$ cat src/design/lpse_pkg.sv
package lpse_pkg;

  localparam int unsigned LEDS_DEF = 16;
  localparam int unsigned MAX_LEVEL = 255;

  localparam logic [1:0] MODE_OFF = 2'd0;
  localparam logic [1:0] MODE_PULSE = 2'd1;
  localparam logic [1:0] MODE_STREAK = 2'd2;

  localparam logic [2:0] REG_MODE = 3'd0;
  localparam logic [2:0] REG_RED = 3'd1;
  localparam logic [2:0] REG_GREEN = 3'd2;
  localparam logic [2:0] REG_BLUE = 3'd3;
  localparam logic [2:0] REG_PERIOD = 3'd4;
  localparam logic [2:0] REG_REVERSE = 3'd5;
  localparam logic [2:0] REG_BRIGHT = 3'd6;

  localparam logic [15:0] PERIOD_RST = 16'd100;
  localparam logic [7:0] BRIGHT_RST = 8'((MAX_LEVEL < 255) ? MAX_LEVEL : 255);
  localparam logic [7:0] MAX_LEVEL_V = 8'(MAX_LEVEL);
  localparam logic [31:0] REFRESH_MS = 32'd16;
  localparam logic [15:0] STREAK_LEVEL = 16'd200;
  localparam logic [15:0] ROUND_BIAS = 16'd127;
  localparam logic [4:0] STEP_MIN = 5'd2;
  localparam int unsigned STEP_FIRST = 3;

  // Largest period for which the pulse step reaches 3, 4, ... 20.
  localparam logic [15:0] STEP_LIMIT [18] = '{
    16'd3413, 16'd2560, 16'd2048, 16'd1706, 16'd1462, 16'd1280,
    16'd1137, 16'd1024, 16'd930, 16'd853, 16'd787, 16'd731,
    16'd682, 16'd640, 16'd602, 16'd568, 16'd538, 16'd512
  };

  typedef enum logic [2:0] {
    ST_IDLE,
    ST_CHECK,
    ST_FACTOR,
    ST_SCALE,
    ST_DIM,
    ST_EMIT
  } state_t;

  typedef struct packed {
    logic capture;
    logic commit;
    logic factor;
    logic scale;
    logic dim;
    logic load;
  } lpse_cmd_t;

  typedef struct packed {
    logic go;
    logic out_free;
    logic emit_last;
  } lpse_sts_t;

  function automatic logic [4:0] phase_step(input logic [15:0] period);
    logic [4:0] s;
    s = STEP_MIN;
    for (int unsigned i = 0; i < 18; i++) begin
      if (period <= STEP_LIMIT[i]) begin
        s = 5'(i + STEP_FIRST);
      end
    end
    return s;
  endfunction

  // Exact v / 255 for v below 65280.
  function automatic logic [7:0] div255(input logic [15:0] v);
    logic [7:0] q;
    logic [8:0] r;
    q = v[15:8];
    r = {1'b0, v[7:0]} + {1'b0, q};
    if (r >= 9'd255) begin
      q = q + 8'd1;
    end
    return q;
  endfunction

  // Exact v / 511 for v below 130560.
  function automatic logic [7:0] div511(input logic [16:0] v);
    logic [7:0] q;
    logic [9:0] r;
    q = v[16:9];
    r = {1'b0, v[8:0]} + {2'b0, q};
    if (r >= 10'd511) begin
      q = q + 8'd1;
    end
    return q;
  endfunction

endpackage

$ cat src/design/lpse_ifs.sv
interface lpse_in_if;
  logic        valid;
  logic        ready;
  logic [31:0] current_time;
  modport source(output valid, output current_time, input ready);
  modport sink(input valid, input current_time, output ready);
endinterface

interface lpse_out_if;
  logic       valid;
  logic       ready;
  logic [5:0] pixel_index;
  logic [7:0] red;
  logic [7:0] green;
  logic [7:0] blue;
  logic       last;
  logic       show_frame;
  modport source(output valid, output pixel_index, output red, output green,
                 output blue, output last, output show_frame, input ready);
  modport sink(input valid, input pixel_index, input red, input green,
               input blue, input last, input show_frame, output ready);
endinterface

interface lpse_cfg_if;
  logic        valid;
  logic        ready;
  logic [2:0]  reg_index;
  logic [15:0] data;
  modport source(output valid, output reg_index, output data, input ready);
  modport sink(input valid, input reg_index, input data, output ready);
endinterface

$ cat src/design/lpse_ctrl.sv
module lpse_ctrl (
  input  logic                clk,
  input  logic                rst_n,
  input  logic                in_valid,
  output logic                in_ready,
  input  lpse_pkg::lpse_sts_t sts,
  output lpse_pkg::lpse_cmd_t cmd
);

  lpse_pkg::state_t state_r;
  lpse_pkg::state_t state_nxt;

  always_ff @(posedge clk) begin
    if (!rst_n) begin
      state_r <= lpse_pkg::ST_IDLE;
    end else begin
      state_r <= state_nxt;
    end
  end

  always_comb begin
    state_nxt = state_r;
    case (state_r)
      lpse_pkg::ST_IDLE: begin
        if (in_valid) begin
          state_nxt = lpse_pkg::ST_CHECK;
        end
      end
      lpse_pkg::ST_CHECK: begin
        state_nxt = sts.go ? lpse_pkg::ST_FACTOR : lpse_pkg::ST_IDLE;
      end
      lpse_pkg::ST_FACTOR: state_nxt = lpse_pkg::ST_SCALE;
      lpse_pkg::ST_SCALE: state_nxt = lpse_pkg::ST_DIM;
      lpse_pkg::ST_DIM: state_nxt = lpse_pkg::ST_EMIT;
      lpse_pkg::ST_EMIT: begin
        if (sts.out_free && sts.emit_last) begin
          state_nxt = lpse_pkg::ST_IDLE;
        end
      end
      default: state_nxt = lpse_pkg::ST_IDLE;
    endcase
  end

  always_comb begin
    cmd = '0;
    in_ready = 1'b0;
    case (state_r)
      lpse_pkg::ST_IDLE: begin
        in_ready = rst_n;
        cmd.capture = in_valid && rst_n;
      end
      lpse_pkg::ST_CHECK: cmd.commit = sts.go;
      lpse_pkg::ST_FACTOR: cmd.factor = 1'b1;
      lpse_pkg::ST_SCALE: cmd.scale = 1'b1;
      lpse_pkg::ST_DIM: cmd.dim = 1'b1;
      lpse_pkg::ST_EMIT: cmd.load = sts.out_free;
      default: cmd = '0;
    endcase
  end

  a_one_request: assert property (@(posedge clk) disable iff (!rst_n)
    (in_valid && in_ready) |=> !in_ready)
    else $error("second request taken while one is in work");

  a_emit_holds: assert property (@(posedge clk) disable iff (!rst_n)
    (state_r == lpse_pkg::ST_EMIT && !sts.out_free) |=> state_r == lpse_pkg::ST_EMIT)
    else $error("emission left while output was stalled");

  a_done_idle: assert property (@(posedge clk) disable iff (!rst_n)
    (cmd.load && sts.emit_last) |=> in_ready)
    else $error("not ready after final pixel write");

endmodule

$ cat src/design/lpse_datapath.sv
module lpse_datapath #(
  parameter int unsigned LEDS_PER_SECTION = lpse_pkg::LEDS_DEF
) (
  input  logic                clk,
  input  logic                rst_n,
  input  logic                cfg_valid,
  input  logic [2:0]          cfg_index,
  input  logic [15:0]         cfg_data,
  input  logic [31:0]         in_time,
  input  lpse_pkg::lpse_cmd_t cmd,
  output lpse_pkg::lpse_sts_t sts,
  input  logic                out_ready,
  output logic                out_valid,
  output logic [5:0]          out_pixel_index,
  output logic [7:0]          out_red,
  output logic [7:0]          out_green,
  output logic [7:0]          out_blue,
  output logic                out_last,
  output logic                out_show_frame
);

  localparam int unsigned N = LEDS_PER_SECTION;
  localparam int unsigned TRAIL = (N / 5 < 1) ? 1 : N / 5;
  localparam int unsigned PIX_W = (N > 1) ? $clog2(N) : 1;
  localparam int unsigned SUM_W = PIX_W + 2;
  localparam logic [PIX_W-1:0] LAST_PIX = PIX_W'(N - 1);
  localparam logic [PIX_W-1:0] TRAIL_M1 = PIX_W'(TRAIL - 1);
  localparam logic [SUM_W-1:0] N_S = SUM_W'(N);
  localparam logic [SUM_W-1:0] FWD_OFF = SUM_W'(N + 1 - TRAIL);
  localparam logic [SUM_W-1:0] REV_OFF = SUM_W'(TRAIL - 1);

  logic [1:0]            mode_r;
  logic [2:0][7:0]       base_r;
  logic [15:0]           period_r;
  logic                  rev_r;
  logic [7:0]            bright_r;
  logic [9:0]            phase_r;
  logic [PIX_W-1:0]      head_r;
  logic [PIX_W-1:0]      tail_r;
  logic                  tail_vld_r;
  logic [31:0]           upd_time_r;
  logic [31:0]           show_time_r;
  logic [31:0]           time_r;
  logic                  show_ok_r;
  logic [7:0]            f_r;
  logic [2:0][7:0]       sc_r;
  logic [2:0][7:0]       col_r;
  logic [PIX_W-1:0]      cnt_r;
  logic [PIX_W-1:0]      pix_r;
  logic                  clr_pend_r;
  logic                  out_valid_r;
  logic [5:0]            out_pix_r;
  logic [2:0][7:0]       out_col_r;
  logic                  out_last_r;
  logic                  out_show_r;

  logic                  is_pulse;
  logic                  is_streak;
  logic                  go;
  logic                  out_free;
  logic                  emit_last;
  logic [PIX_W-1:0]      total_m1;
  logic [PIX_W-1:0]      pix_inc;
  logic [PIX_W-1:0]      pix_dec;
  logic [PIX_W-1:0]      pix_nxt;
  logic [PIX_W-1:0]      head_nxt;
  logic [PIX_W-1:0]      tail_nxt;
  logic [SUM_W-1:0]      tail_sum;
  logic [8:0]            tri_x;
  logic [16:0]           tri_v;
  logic [7:0]            f_nxt;
  logic [2:0][7:0]       sc_nxt;
  logic [2:0][7:0]       col_nxt;
  logic [15:0]           prod;
  logic [15:0]           dprod;

  assign is_pulse = (mode_r == lpse_pkg::MODE_PULSE);
  assign is_streak = (mode_r == lpse_pkg::MODE_STREAK);
  assign go = (is_pulse || is_streak) && ((time_r - upd_time_r) >= {16'd0, period_r});
  assign out_free = !out_valid_r || out_ready;
  assign total_m1 = is_pulse ? LAST_PIX : TRAIL_M1;
  assign emit_last = !clr_pend_r && (cnt_r == total_m1);

  assign sts.go = go;
  assign sts.out_free = out_free;
  assign sts.emit_last = emit_last;

  always_comb begin
    pix_inc = (pix_r == LAST_PIX) ? '0 : pix_r + PIX_W'(1);
    pix_dec = (pix_r == '0) ? LAST_PIX : pix_r - PIX_W'(1);
    pix_nxt = (is_pulse || rev_r) ? pix_inc : pix_dec;
    if (rev_r) begin
      head_nxt = (head_r == '0) ? LAST_PIX : head_r - PIX_W'(1);
      tail_sum = {2'b0, head_r} + REV_OFF;
    end else begin
      head_nxt = (head_r == LAST_PIX) ? '0 : head_r + PIX_W'(1);
      tail_sum = {2'b0, head_r} + FWD_OFF;
    end
    if (tail_sum >= N_S) begin
      tail_sum = tail_sum - N_S;
    end
    tail_nxt = tail_sum[PIX_W-1:0];
  end

  always_comb begin
    tri_x = phase_r[9] ? ~phase_r[8:0] : phase_r[8:0];
    tri_v = {tri_x, 8'd0} - {8'd0, tri_x};
    f_nxt = lpse_pkg::div511(tri_v);
    prod = '0;
    dprod = '0;
    for (int unsigned c = 0; c < 3; c++) begin
      if (is_pulse) begin
        prod = {8'd0, base_r[c]} * {8'd0, f_r};
        sc_nxt[c] = lpse_pkg::div255(prod);
      end else begin
        prod = {8'd0, base_r[c]} * lpse_pkg::STREAK_LEVEL;
        sc_nxt[c] = prod[15:8];
      end
      dprod = {8'd0, sc_r[c]} * {8'd0, bright_r} + lpse_pkg::ROUND_BIAS;
      col_nxt[c] = lpse_pkg::div255(dprod);
    end
  end

  always_ff @(posedge clk) begin
    if (!rst_n) begin
      mode_r <= lpse_pkg::MODE_OFF;
      base_r <= '0;
      period_r <= lpse_pkg::PERIOD_RST;
      rev_r <= 1'b0;
      bright_r <= lpse_pkg::BRIGHT_RST;
      phase_r <= '0;
      head_r <= '0;
      tail_r <= '0;
      tail_vld_r <= 1'b0;
      upd_time_r <= '0;
      show_time_r <= '0;
      cnt_r <= '0;
      pix_r <= '0;
      clr_pend_r <= 1'b0;
      out_valid_r <= 1'b0;
    end else begin
      if (cfg_valid) begin
        case (cfg_index)
          lpse_pkg::REG_MODE: begin
            mode_r <= cfg_data[1:0];
            phase_r <= '0;
            head_r <= rev_r ? LAST_PIX : '0;
            tail_r <= '0;
            tail_vld_r <= 1'b0;
          end
          lpse_pkg::REG_RED: base_r[0] <= cfg_data[7:0];
          lpse_pkg::REG_GREEN: base_r[1] <= cfg_data[7:0];
          lpse_pkg::REG_BLUE: base_r[2] <= cfg_data[7:0];
          lpse_pkg::REG_PERIOD: period_r <= cfg_data;
          lpse_pkg::REG_REVERSE: rev_r <= cfg_data[0];
          lpse_pkg::REG_BRIGHT: begin
            bright_r <= (cfg_data[7:0] > lpse_pkg::MAX_LEVEL_V) ?
                        lpse_pkg::MAX_LEVEL_V : cfg_data[7:0];
          end
          default: ;
        endcase
      end
      if (cmd.commit) begin
        upd_time_r <= time_r;
        if (is_pulse) begin
          phase_r <= phase_r + {5'd0, lpse_pkg::phase_step(period_r)};
        end
        cnt_r <= '0;
        pix_r <= is_pulse ? '0 : head_r;
        clr_pend_r <= is_streak && tail_vld_r;
      end
      if (cmd.load) begin
        if (clr_pend_r) begin
          clr_pend_r <= 1'b0;
        end else begin
          cnt_r <= cnt_r + PIX_W'(1);
          pix_r <= pix_nxt;
        end
        if (emit_last) begin
          if (is_streak) begin
            head_r <= head_nxt;
            tail_r <= tail_nxt;
            tail_vld_r <= 1'b1;
          end
          if (show_ok_r) begin
            show_time_r <= time_r;
          end
        end
      end
      if (cmd.load) begin
        out_valid_r <= 1'b1;
      end else if (out_ready) begin
        out_valid_r <= 1'b0;
      end
    end
  end

  always_ff @(posedge clk) begin
    if (cmd.capture) begin
      time_r <= in_time;
    end
    if (cmd.commit) begin
      show_ok_r <= (time_r - show_time_r) >= lpse_pkg::REFRESH_MS;
    end
    if (cmd.factor) begin
      f_r <= f_nxt;
    end
    if (cmd.scale) begin
      sc_r <= sc_nxt;
    end
    if (cmd.dim) begin
      col_r <= col_nxt;
    end
    if (cmd.load) begin
      out_pix_r <= clr_pend_r ? 6'(tail_r) : 6'(pix_r);
      out_col_r <= clr_pend_r ? '0 : col_r;
      out_last_r <= emit_last;
      out_show_r <= emit_last && show_ok_r;
    end
  end

  assign out_valid = out_valid_r;
  assign out_pixel_index = out_pix_r;
  assign out_red = out_col_r[0];
  assign out_green = out_col_r[1];
  assign out_blue = out_col_r[2];
  assign out_last = out_last_r;
  assign out_show_frame = out_show_r;

  a_show_on_last: assert property (@(posedge clk) disable iff (!rst_n)
    (out_valid_r && out_show_r) |-> out_last_r)
    else $error("refresh flagged on a write that is not the final one");

  a_tail_armed: assert property (@(posedge clk) disable iff (!rst_n)
    (cmd.load && emit_last && is_streak && !cfg_valid) |=> tail_vld_r)
    else $error("tail pixel not armed after a streak update");

  a_clear_first: assert property (@(posedge clk) disable iff (!rst_n)
    clr_pend_r |-> (cnt_r == '0))
    else $error("tail clear pending after trail writes started");

endmodule

$ cat src/design/led_pulse_streak_effect_core.sv
// Flow: a taken request is checked in CHECK; an update then passes FACTOR, SCALE and
// DIM into EMIT, which loads the output register with one write per cycle while the
// output is free. A request that causes no update returns to IDLE from CHECK; one that
// updates issues K writes, K being LEDS_PER_SECTION in pulse mode or the trail length
// plus one tail clear when a tail is pending in streak mode, before IDLE takes another.
// Reset: rst_n is synchronous and active low; control and configuration registers take
// their default values and the effect state restarts. There is no clearing pass.
module led_pulse_streak_effect_core #(
  parameter int unsigned LEDS_PER_SECTION = lpse_pkg::LEDS_DEF
) (
  input logic        clk,
  input logic        rst_n,
  lpse_in_if.sink    in_ch,
  lpse_out_if.source out_ch,
  lpse_cfg_if.sink   cfg_ch
);

  lpse_pkg::lpse_cmd_t cmd;
  lpse_pkg::lpse_sts_t sts;
  logic                cfg_write;

  assign cfg_ch.ready = rst_n;
  assign cfg_write = cfg_ch.valid;

  lpse_ctrl u_ctrl (
    .clk      (clk),
    .rst_n    (rst_n),
    .in_valid (in_ch.valid),
    .in_ready (in_ch.ready),
    .sts      (sts),
    .cmd      (cmd)
  );

  lpse_datapath #(
    .LEDS_PER_SECTION (LEDS_PER_SECTION)
  ) u_datapath (
    .clk             (clk),
    .rst_n           (rst_n),
    .cfg_valid       (cfg_write),
    .cfg_index       (cfg_ch.reg_index),
    .cfg_data        (cfg_ch.data),
    .in_time         (in_ch.current_time),
    .cmd             (cmd),
    .sts             (sts),
    .out_ready       (out_ch.ready),
    .out_valid       (out_ch.valid),
    .out_pixel_index (out_ch.pixel_index),
    .out_red         (out_ch.red),
    .out_green       (out_ch.green),
    .out_blue        (out_ch.blue),
    .out_last        (out_ch.last),
    .out_show_frame  (out_ch.show_frame)
  );

endmodule
$ cat src/flat_wrapper.sv
// flat-port wrapper written by rule: the top's interface ports become plain ports
module led_pulse_streak_effect_core_flat 
#(
  parameter int unsigned LEDS_PER_SECTION = lpse_pkg::LEDS_DEF
)
  (clk, rst_n, in_ch_valid, in_ch_current_time, in_ch_ready, out_ch_valid, out_ch_pixel_index, out_ch_red, out_ch_green, out_ch_blue, out_ch_last, out_ch_show_frame, out_ch_ready, cfg_ch_valid, cfg_ch_reg_index, cfg_ch_data, cfg_ch_ready);
  lpse_in_if in_ch_i ();
  lpse_out_if out_ch_i ();
  lpse_cfg_if cfg_ch_i ();
  input logic clk;
  input logic rst_n;
  input wire logic [$bits(in_ch_i.valid)-1:0] in_ch_valid;
  input wire logic [$bits(in_ch_i.current_time)-1:0] in_ch_current_time;
  output wire logic [$bits(in_ch_i.ready)-1:0] in_ch_ready;
  output wire logic [$bits(out_ch_i.valid)-1:0] out_ch_valid;
  output wire logic [$bits(out_ch_i.pixel_index)-1:0] out_ch_pixel_index;
  output wire logic [$bits(out_ch_i.red)-1:0] out_ch_red;
  output wire logic [$bits(out_ch_i.green)-1:0] out_ch_green;
  output wire logic [$bits(out_ch_i.blue)-1:0] out_ch_blue;
  output wire logic [$bits(out_ch_i.last)-1:0] out_ch_last;
  output wire logic [$bits(out_ch_i.show_frame)-1:0] out_ch_show_frame;
  input wire logic [$bits(out_ch_i.ready)-1:0] out_ch_ready;
  input wire logic [$bits(cfg_ch_i.valid)-1:0] cfg_ch_valid;
  input wire logic [$bits(cfg_ch_i.reg_index)-1:0] cfg_ch_reg_index;
  input wire logic [$bits(cfg_ch_i.data)-1:0] cfg_ch_data;
  output wire logic [$bits(cfg_ch_i.ready)-1:0] cfg_ch_ready;
  assign in_ch_i.valid = in_ch_valid;
  assign in_ch_i.current_time = in_ch_current_time;
  assign in_ch_ready = in_ch_i.ready;
  assign out_ch_valid = out_ch_i.valid;
  assign out_ch_pixel_index = out_ch_i.pixel_index;
  assign out_ch_red = out_ch_i.red;
  assign out_ch_green = out_ch_i.green;
  assign out_ch_blue = out_ch_i.blue;
  assign out_ch_last = out_ch_i.last;
  assign out_ch_show_frame = out_ch_i.show_frame;
  assign out_ch_i.ready = out_ch_ready;
  assign cfg_ch_i.valid = cfg_ch_valid;
  assign cfg_ch_i.reg_index = cfg_ch_reg_index;
  assign cfg_ch_i.data = cfg_ch_data;
  assign cfg_ch_ready = cfg_ch_i.ready;
  led_pulse_streak_effect_core #(.LEDS_PER_SECTION(LEDS_PER_SECTION)) u_core (.clk(clk), .rst_n(rst_n), .in_ch(in_ch_i), .out_ch(out_ch_i), .cfg_ch(cfg_ch_i));
endmodule
$ cat config.mk
export PLATFORM = sky130hd
export DESIGN_NAME = led_pulse_streak_effect_core_flat
export DESIGN_NICKNAME = d
export VERILOG_FILES = /design/src/design/lpse_pkg.sv /design/src/design/lpse_ifs.sv /design/src/design/lpse_ctrl.sv /design/src/design/lpse_datapath.sv /design/src/design/led_pulse_streak_effect_core.sv /design/src/flat_wrapper.sv
export SDC_FILE = /design/constraint.sdc
export NUM_CORES = 2
export LEC_CHECK = 0
export BUFFER_PORTS_ARGS = -buffer_cell sky130_fd_sc_hd__buf_2
export CORE_MARGIN = 5
export CORE_UTILIZATION = 41
export DETAILED_ROUTE_END_ITERATION = 12
export HOLD_SLACK_MARGIN = 0.1
export PLACE_DENSITY_LB_ADDON = 0.2
export SETUP_SLACK_MARGIN = 0.05
export SLEW_MARGIN = 20
export SYNTH_ARGS = -nofsm -noshare
export SYNTH_HDL_FRONTEND = slang
export SYNTH_SLANG_ARGS = --single-unit
$ cat constraint.sdc
create_clock -name clk -period 6.65 [get_ports clk]
set_input_delay 0.9975 -clock clk [delete_from_list [all_inputs] [get_ports clk]]
set_output_delay 0.9975 -clock clk [all_outputs]
set_load 0.01 [all_outputs]
==> summary.txt <==
Synth
  – Simple-Gate Fraction of Synth Area: 18.6%
  – Most frequent cell after synthesis: sky130_fd_sc_hd__inv_1
  – Primary FF master, synth: sky130_fd_sc_hd__dfxtp_1
  – Cells after synthesis: 3935
  – Fraction of synthesized cell area in xor and xnor cells: 5.94%
  – Complex-gate fraction of the synthesized area: 14.2%
  – Number of warnings issued by yosys: 0
  – Seq cells post-synth: 266
  – Ranking of synthesized cells by instance count: 554 x sky130_fd_sc_hd__inv_1, 453 x sky130_fd_sc_hd__nand2_1, 447 x sky130_fd_sc_hd__ha_1, 288 x sky130_fd_sc_hd__a21oi_1, 254 x sky130_fd_sc_hd__fa_1
  – Number of flops mapped to enable cells by yosys: about 120
  – Multiplexer share of the synthesized area: under 10%
  – Seq/Total Area, Yosys: slightly below 20%
  – Largest family of logic cells by synthesized area: adder cells
  – Area contributors post-synth: sky130_fd_sc_hd__ha_1 17%, sky130_fd_sc_hd__fa_1 15%, sky130_fd_sc_hd__edfxtp_1 11%
  – Library cells used by synthesis: 87
  – Adder-cell share of the synthesized area: 32.1%
  – Average footprint of a synthesized cell: 8.45 µm²
  – Library cell with the largest summed area after synthesis: sky130_fd_sc_hd__ha_1
  – Share of Yosys cell area claimed by the top area cell type: 16.8%
  – Post-synth ARST share: 0%
  – Netlist Area Pre-Place: 33300 µm²

Floorplan
  – Starting density of the core: 41.3%
  – X dimension of the die: 295 µm
  – Die height: 295 µm
  – Num rows: 104
  – Die area: 86900 µm²
  – Area of the core: just over 80000 µm²
  – Top-Level Pins: 91

Critical path
  – Kind of cell with the highest combined delay on the critical path: adder cells
  – Number of cell instances on the worst register-to-register path: 27
  – Top cell by count, worst path: sky130_fd_sc_hd__fa_1
  – Slowest cell on crit path: sky130_fd_sc_hd__fa_1
  – Type of element launching the critical path: flip-flop
  – Required time at the endpoint of the critical path: 6950 ps
  – Maximum fanout along the worst path: 9
  – Category of the most critical setup path: flip-flop to flip-flop
  – Number of buffers and inverters on the critical path: 6
  – Critical path capture point type: flip-flop
  – Critical path depth in cells: 27
  – Worst stage delay on the critical path: 530 ps
  – Arr. time, crit path: 6770 ps

GRT
  – First-pass GRT wire length: approximately 130000 µm
  – Number of antenna violations at the first check in global routing: 1
  – Overall overflow remaining after global route: 0
  – Overall track demand over capacity in global routing: between 10% and 20%
  – Maximum number of pins on one net before global-route repair: 91
  – Vias in the first global route: 26500

Finish
  – Area growth from synthesis to layout: 14.8%
  – Final net count: 4890
  – Fraction of final layout cells with drive strength greater than 1: between 10% and 20%

Pwr
  – Net switching power figure: 2.06 mW
  – Clock power share: 32.8%
  – Power density of the placed cells: 162 nW/µm²
  – Switching Share: 33.3%
  – Standby leakage power: 18.2 nW
  – Internal Power: 4.13 mW
  – Worst supply voltage drop on vdd: roughly 0.19 mV
  – Part of the power in combinational logic: 38.2%
  – Sequential Power Share: around 29%
  – Total power after layout: slightly above 6 mW

Clocking
  – Library cell used as clock root buffer: sky130_fd_sc_hd__clkbuf_16
  – CTS H-Tree Depth: 2
  – Num CTS Buffers: 35
  – CTS tree: yes
  – Clock edge transition at the registers on the reported setup and hold paths: 60 ps
  – Buffer depth of the longest clock path: 3
  – Later-pin clock latency in the skew report: 560 ps
  – TritonCTS Sinks: 266

STA
  – Worst Max-Slew Pin Slew: 1050 ps
  – Final count of hold timing violations: 0
  – Unrepaired setup endpoints after global routing: yes
  – Worst setup skew after layout: 32.8 ps
  – Portion of the clock cycle consumed by the worst path in the final layout: 97.3%
  – Final critical path time including I/O delays and setup: 6470 ps
  – Worst hold slack across all endpoints: ~450 ps
  – Max Clock Freq: 155 MHz
  – Final number of setup-violating endpoints: 0
  – Max-slew headroom at the worst pin: between 20% and 30%
  – Max-slew violation count: 0

Placed design
  – Routability congestion estimate: 0.865
  – Number of port buffers: 88
  – HPWL reported at the end of detailed placement: 63200 µm

Routing
  – Average wire per cell in the routed design: 15.3 µm
  – Number of vias after detailed routing: around 27000
  – DRT iter0 DRCs: 1515
  – Via/cell ratio: 5.16
  – Total DRC errors in the routed layout: 0
  – Post-detailed-routing wire length: 79900 µm
  – Number of iterations in the first detailed-routing pass: 5
  – Residual antenna-violating net count after detailed routing: 0

Min path
  – Worst Hold Class: flip-flop to flip-flop
  – Cell depth of the worst hold path: 2

Job
  – Reported max-cap violation count: 0

Status
  – Outcome: finished clean
state kept, by name, summed over array words and instances, names as in the netlist, 10 cells and up:
signal and flops:
u_core.u_datapath.show_time_r 32, u_core.u_datapath.time_r 32, u_core.u_datapath.upd_time_r 32, u_core.u_datapath.base_r 24, u_core.u_datapath.col_r 24, u_core.u_datapath.sc_r 24, u_core.u_datapath.period_r 16, u_core.u_datapath.phase_r 10
layout make-up:
| class | count | area, µm² |
|---|---|---|
| inverters | 555 | 2090 |
| clock inverters | 20 | 223 |
| flip-flops and latches | 266 | 6530 |
| multi-input cells | 2974 | 24800 |
| well taps | 1060 | 1330 |
| fillers | 7821 | 42200 |
| repair buffers | 301 | 2230 |
| clock buffers | 44 | 1010 |
| diodes | 1 | 2.50 |
power groups by stage:
| stage | clock network [mW] | registers, mW | logic, mW |
|---|---|---|---|
| global route | 2.16 | 1.80 | 2.67 |
| finish | 2.03 | 1.80 | 2.37 |
| floorplan | 0 | 1.82 | 1.55 |
| detailed placement | 0 | 1.83 | 2.16 |
| CTS | 2.09 | 1.80 | 2.18 |
| global placement | 0 | 1.83 | 2.15 |
cells in the final DEF (no fill, tap or decap), drive strengths merged, types with 24 or more instances in the layout:
cell type,instances
inv,557
nand2,453
ha,447
buf,300
a21oi,288
fa,254
and2,249
nor2,184
dfxtp,147
xnor2,138
o21ai,120
edfxtp,119
xor2,85
a21o,81
nand3,76
nor2b,66
nor3,47
mux2i,45
clkbuf,45
and3,37
nand4,36
o21bai,32
a31oi,32
nand2b,28
o21a,27
a211oi,24
worst register-to-register path, stage by stage (launching register included):
cell and delay (ps):
sky130_fd_sc_hd__edfxtp_1 430, sky130_fd_sc_hd__buf_12 170, sky130_fd_sc_hd__and2_1 180, sky130_fd_sc_hd__fa_1 450, sky130_fd_sc_hd__fa_1 510, sky130_fd_sc_hd__ha_1 290
sky130_fd_sc_hd__inv_1 50, sky130_fd_sc_hd__fa_1 530, sky130_fd_sc_hd__inv_1 40, sky130_fd_sc_hd__ha_1 350, sky130_fd_sc_hd__a211oi_2 230, sky130_fd_sc_hd__buf_4 150
sky130_fd_sc_hd__o21bai_1 90, sky130_fd_sc_hd__a21oi_2 200, sky130_fd_sc_hd__xnor2_2 110, sky130_fd_sc_hd__buf_4 150, sky130_fd_sc_hd__fa_2 370, sky130_fd_sc_hd__a21o_1 160
sky130_fd_sc_hd__a21o_1 190, sky130_fd_sc_hd__o21ai_1 170, sky130_fd_sc_hd__o21ai_0 100, sky130_fd_sc_hd__o21ai_0 200, sky130_fd_sc_hd__o2111ai_2 170, sky130_fd_sc_hd__o41ai_4 320
sky130_fd_sc_hd__buf_6 180, sky130_fd_sc_hd__nand4_1 110, sky130_fd_sc_hd__xnor2_1 140, sky130_fd_sc_hd__o21a_1 170
layer usage:
| layer | GRT usage, % | vias to the layer above | share of wire, % |
|---|---|---|---|
| li1 | - | 13600 | - |
| met5 | 0 | - | 0 |
| met3 | 2.46 | 90 | 5.0 |
| met4 | 3.57 | 0 | 1.8 |
| met1 | 26.0 | 12800 | 48 |
| met2 | 29.4 | 492 | 45 |
path summary, 6_finish.rpt:
check                                    startpoint                           endpoint  slack, ps
setup reg to reg           u_core.u_datapath.f_r[4]         u_core.u_datapath.sc_r[15]        180
hold reg to reg   u_core.u_datapath.show_time_r[22]  u_core.u_datapath.show_time_r[22]        450
setup / recovery           u_core.u_datapath.f_r[4]         u_core.u_datapath.sc_r[15]        180
hold / removal    u_core.u_datapath.show_time_r[22]  u_core.u_datapath.show_time_r[22]        450
what timing repair did:
action	4_1_cts	5_1_grt
buffers inserted	0	32
endpoints found under the setup margin	16	47
hold buffers	0	0
gates resized for setup	12	167
pin swaps	1	41
gates cloned	0	1
cell families (layout without fill, tap and decap cells):
| group | after synthesis | count (layout) |
|---|---|---|
| compound gates | 743 | 743 |
| xor+xnor | 224 | 224 |
| fa+ha+maj | 701 | 701 |
| buf+inv | 696 | 920 |
| flops | 266 | 266 |
| mux | 53 | 53 |
| other cells | 1 | 3 |
| simple gates | 1251 | 1251 |
per-stage QoR:
stage	cells	cell area (µm²)	setup slack (ps)	util (%)	setup TNS (ps)
6_report	5221	38200	178	47.5	0
3_3_place_gp	5123	36000	3.88	44.7	0
4_1_cts	5187	37200	57.7	46.3	0
3_5_place_dp	5123	36000	-95.3	44.7	-97.1
5_1_grt	5220	38200	-215	47.5	-2450
2_1_floorplan	3936	33300	57.8	-	0
Note: power is estimated with default switching activity, not from simulation.
